[config.mk]
export PLATFORM = sky130hd
export DESIGN_NAME = bsst_alu
export DESIGN_NICKNAME = d
export VERILOG_FILES = /design/src/hdl/bsst_pkg.sv /design/src/hdl/bsst_alu.sv
export SDC_FILE = /design/constraint.sdc
export NUM_CORES = 1
export LEC_CHECK = 0
export ABC_AREA = 1
export BUFFER_PORTS_ARGS = -buffer_cell sky130_fd_sc_hd__buf_4
export CORE_UTILIZATION = 45
export DETAILED_ROUTE_END_ITERATION = 8
export GPL_TIMING_DRIVEN = 1
export PLACE_DENSITY = 0.82
export SKIP_LAST_GASP = 1
export SLEW_MARGIN = 5
export SYNTH_ARGS = -nofsm -noshare
export SYNTH_HDL_FRONTEND = slang
export SYNTH_SLANG_ARGS = --single-unit
[constraint.sdc]
create_clock -name vclk -period 2.2
set_clock_uncertainty 0.1 [all_clocks]
set_input_delay 0.22 -clock vclk [all_inputs]
set_output_delay 0.22 -clock vclk [all_outputs]
set_load 0.02 [all_outputs]
[src/hdl/bsst_pkg.sv]
// ----------------------------------------------------------------------------
// bsst_pkg
// Shared widths, constants and defaults of the bounded set span tracker.
// ----------------------------------------------------------------------------
package bsst_pkg;

    localparam int VAL_W       = 32;    // held value, signed
    localparam int CNT_W       = 11;    // count and capacity
    localparam int SPAN_W      = 32;    // reported spans
    localparam int GAP_W       = 33;    // exact difference of two values
    localparam int STORE_DEPTH = 1024;  // default store depth

    localparam logic [CNT_W-1:0] CAP_RESET    = CNT_W'(1);
    localparam logic [GAP_W-1:0] GAP_ALL_ONES = '1;

    localparam logic STATUS_OK   = 1'b0;
    localparam logic STATUS_FULL = 1'b1;

endpackage

[src/hdl/bsst_alu.sv]
// ----------------------------------------------------------------------------
// bsst_alu
// Shared 33-bit subtractor: exact difference of two signed 32-bit values.
// ----------------------------------------------------------------------------
module bsst_alu (
    input  logic signed [bsst_pkg::VAL_W-1:0] i_a,
    input  logic signed [bsst_pkg::VAL_W-1:0] i_b,
    output logic        [bsst_pkg::GAP_W-1:0] o_diff
);

    // sign-extend both operands so the difference never wraps
    assign o_diff = {i_a[bsst_pkg::VAL_W-1], i_a} - {i_b[bsst_pkg::VAL_W-1], i_b};

endmodule

After elaboration in Yosys (flattened, before gate mapping)

Index checks and enable logic that the tools add are counted.

Register bits after elaboration: 0
Word-level logic and storage cells: 1
Output and inout port bits: 33

Add/sub/neg operators: 1

Operators with widths:

| kind             | count |
|---|---|
| $sub A32 B32 Y33 | 1 |

Logic depth before layout (Yosys ltp)

Depth in word-level cells: 1
Gate-level depth with buffers: 14

Worst setup path after synthesis

No wires, ideal clock.

Path kind: input -> output
Start: input port i_a[0] in the netlist's numbering
End: output port o_diff[12] in the netlist's numbering
Data required time: 1,880 ps
Arrival: 1,700 ps
Path slack: 180 ps
Stages on the path: 11
Cell sequence: inv_1 ha_1 fa_1 inv_1 nand2_1 nand2_1 nand3_1 nand2_2 nand2_1 nand2_2 xor2_1

Word-level cells in the longest chain between the ends: 1

RTL lines:

| item               | line           | text |
|---|---|---|
| start: declaration | bsst_alu.sv:6  | `input logic signed [bsst_pkg::VAL_W-1:0] i_a,` |
| $sub A32 B32 Y33   | bsst_alu.sv:12 | `assign o_diff = {i_a[bsst_pkg::VAL_W-1], i_a} - {i_b[bsst_pkg::VAL_W-1], i_b};` |
| end: declaration   | bsst_alu.sv:8  | `output logic [bsst_pkg::GAP_W-1:0] o_diff` |

No other way between the ends.

Worst setup path in the final report

Start: input port i_a[6] in the netlist's numbering
End: output port o_diff[32] in the netlist's numbering

Same word-level chain as after synthesis.

==> flow_metrics.py <==
metrics = {
    "run_status": {
        "run_status": "finished clean",
    },
    "hold_path": {
        "hold_path.class": "primary input to output port",
        "hp-start": "i_b[0]",
        "hold_depth": 4,
        "min_to": "o_diff[0]",
    },
    "setup_path": {
        "critPathMaxStageDelay_ps": 370,
        "critPathCaptureType": "output port",
        "worstPathMaxFanout": 4,
        "crit_family": "simple AND/OR/NAND/NOR gates",
        "worstPathRequired_ps": 1880,
        "crit_start": "i_a[6]",
        "cp_common_cell": "nand2_1",
        "crit_path_top_delay_cell": "ha_1",
        "start_kind": "primary input",
        "crit_type": "primary input to output port",
        "path_cells": "buf_4 -> ha_1 -> nand2_2 -> inv_1 -> a21oi_1 -> nand2_4 -> nand2_1 -> nand2_2 -> nand2_1 -> nand2_1 -> nand2_1 -> nand2_1 -> buf_4",
        "cp.arrival_ps": 1790,
        "crit_cells": 13,
        "critPathBufInv": 3,
    },
    "power_and_ir_drop": {
        "seqPwrFrac_pct": 0,
        "p_comb_share_pct": 100.0,
        "vdd_ir_drop_max_mv": 0.174,
        "power.leakage_nw": 2.51,
        "p_int_uw": 462,
        "clkPwrFrac_pct": 0,
        "p_sw_uw": 663,
        "switching_share_pct": 59.0,
        "power_density_mw_per_mm2": 322,
    },
    "synth": {
        "syn_inst": 559,
        "ys.warnings.count": 0,
        "ys_types": 17,
        "yosysSeqAreaShare_pct": 0,
        "synth_nets": 656,
        "syn_avg_cell_area_sq_um": 4.62,
        "netlist_area_sq_mm": 0.00258,
    },
    "clock_tree": {
        "post_cts_buffers": 0,
    },
    "drt": {
        "route.detailed.drc": 0,
        "vias": 3467,
        "ant_nets": 0,
        "first_pass_iters": 5,
        "wire_per_inst_microns": 10.6,
        "routed_via_density": 4.74,
        "drt_iter0_markers": 198,
        "drt-total-wl_mm": 7.72,
    },
    "sta": {
        "min_period_over_period_pct": 95.9,
        "worst_slew_pin_slew_ps": 255,
        "slew_violations": 0,
        "clock.fmax_ghz": 0.474,
        "setup_violations": 0,
        "slew_headroom_pct": 83.0,
        "hold_viol_final": 0,
        "period_minus_slack_ps": 2110,
    },
    "place": {
        "dp_hpwl_mm": 6.78,
        "gp_congestion": 0.936,
        "port_buffers": 97,
        "placed_cells": 731,
    },
    "die": {
        "die_area_sq_mm": 0.00605,
        "start_util_pct": 46.9,
        "die_w_microns": 77.8,
        "dieHeight_microns": 77.8,
        "num_rows": 27,
        "core_sq_mm": 0.00551,
        "io_pins": 97,
    },
    "final_layout": {
        "nFlopsAndLatches": 0,
        "nClkBuffers": 0,
        "finish.utilization_pct": 63.4,
        "stdcell_count": 731,
        "area_delta_synth_final_pct": 35.1,
        "layout-drive-gt1-share_pct": 19.3,
        "fin_nets": 758,
        "seq_area_sq_um": 0,
        "filler_cell_count": 575,
        "antenna_cells": 0,
    },
    "global_route": {
        "grt_overflow": 0,
        "grt_usage_pct": 24.8,
        "grt_first_pass_wirelength_mm": 12.5,
        "grt_max_degree": 7,
        "grt_pass1_vias": 3014,
        "grt_antenna_before_repair": 0,
    },
    "job": {
        "max-cap-violations": 0,
    },
}
==> final cells by class <==
type	instances	area, sq um	area share [%]
Multi-Input combinational cell	400	2050	58.7
Timing Repair Buffer	100	754	21.6
Inverter	159	597	17.1
Tap cell	72	90.1	2.58
==> metrics by stage <==
stage	instance area, sq um	hold slack [ps]	total power [mW]	setup TNS [ps]	setup slack [ps]
floorplan	2580	522	0.683	0	180
global placement	3420	697	1.08	0	48.2
detailed placement	3420	729	1.09	-5.65	-3.10
CTS	3430	729	1.10	0	35.3
global route	3490	750	1.24	-59.3	-22.1
finish	3490	729	1.13	0	90.2
==> worst min-delay path, stage by stage <==
cell   delay (ps)
buf_4         100
ha_4          120
inv_1          30
buf_4         140
==> timing repair <==
action                                  in CTS  in global routing
resized for setup                            1                 19
hold buffers                                 0                  0
pin swaps                                    0                  4
endpoints found under the setup margin       3                 14
==> layout by cell type, fill, tap and decap left out, types with 2 or more instances in the layout <==
master   netlist  routed
nand2_1      247     240
inv_1        159     158
buf_4          0      99
nor2_1        42      41
ha_1          32      29
nand3_1       22      21
a21oi_1       20      18
nand2_2        8      14
xor2_1        13      13
nand4_1        4       4
nand3_2        2       3
and2_1         2       2
a21oi_2        0       2
xnor2_1        2       2
ha_2           0       2
==> cells in the mapped netlist (all sizes together) <==
| cell | number | area [sq um] |
|---|---|---|
| nor2 | 42 | 158 |
| nand3 | 24 | 130 |
| inv | 159 | 597 |
| o21bai | 1 | 7.51 |
| nor3 | 2 | 10.0 |
| nand2 | 255 | 977 |
| fa | 1 | 20.0 |
| xnor2 | 2 | 17.5 |
| and2 | 2 | 12.5 |
| a21oi | 20 | 100 |
| a21o | 1 | 7.51 |
| xor2 | 13 | 114 |
| or2 | 1 | 6.26 |
| nand4 | 4 | 25.0 |
| ha | 32 | 400 |
==> kinds of logic (layout without fill, tap and decap cells) <==
group	Yosys count	after routing	synth area share [%]
and+or+nand+nor	330	330	51.1
adders and majority gates	33	33	16.3
xor gates and xnor gates	15	15	5.09
AOI/OAI and AO/OA	22	22	4.46
buffers and inverters	159	259	23.1
==> worst max path at each step <==
stage	slack (ps)	end
3_3_place_gp	50	o_diff[32]
6_report	90	o_diff[32]
3_5_place_dp	-3	o_diff[32]
4_1_cts	40	o_diff[20]
5_1_grt	-20	o_diff[20]
2_1_floorplan	180	o_diff[12]
==> layer usage <==
| metal | up-vias | GRT usage (%) | wire (microns) | share of wire (%) |
|---|---|---|---|---|
| li1 | 1816 | - | - | - |
| met1 | 1544 | 33.4 | 3490 | 45 |
| met2 | 103 | 45.8 | 3750 | 49 |
| met3 | 4 | 0.118 | 436 | 5.6 |
| met4 | 0 | 2.08 | 42 | 0.54 |
| met5 | - | 0 | 0 | 0 |
==> power groups by stage <==
| stage | Sequential, mW | Combinational (mW) | Clock, mW |
|---|---|---|---|
| 2_1_floorplan | 0 | 0.683 | 0 |
| 5_1_grt | 0 | 1.24 | 0 |
| 4_1_cts | 0 | 1.10 | 0 |
| 3_5_place_dp | 0 | 1.09 | 0 |
| 3_3_place_gp | 0 | 1.08 | 0 |
| 6_report | 0 | 1.13 | 0 |
Power figures use the tool's default switching activity.
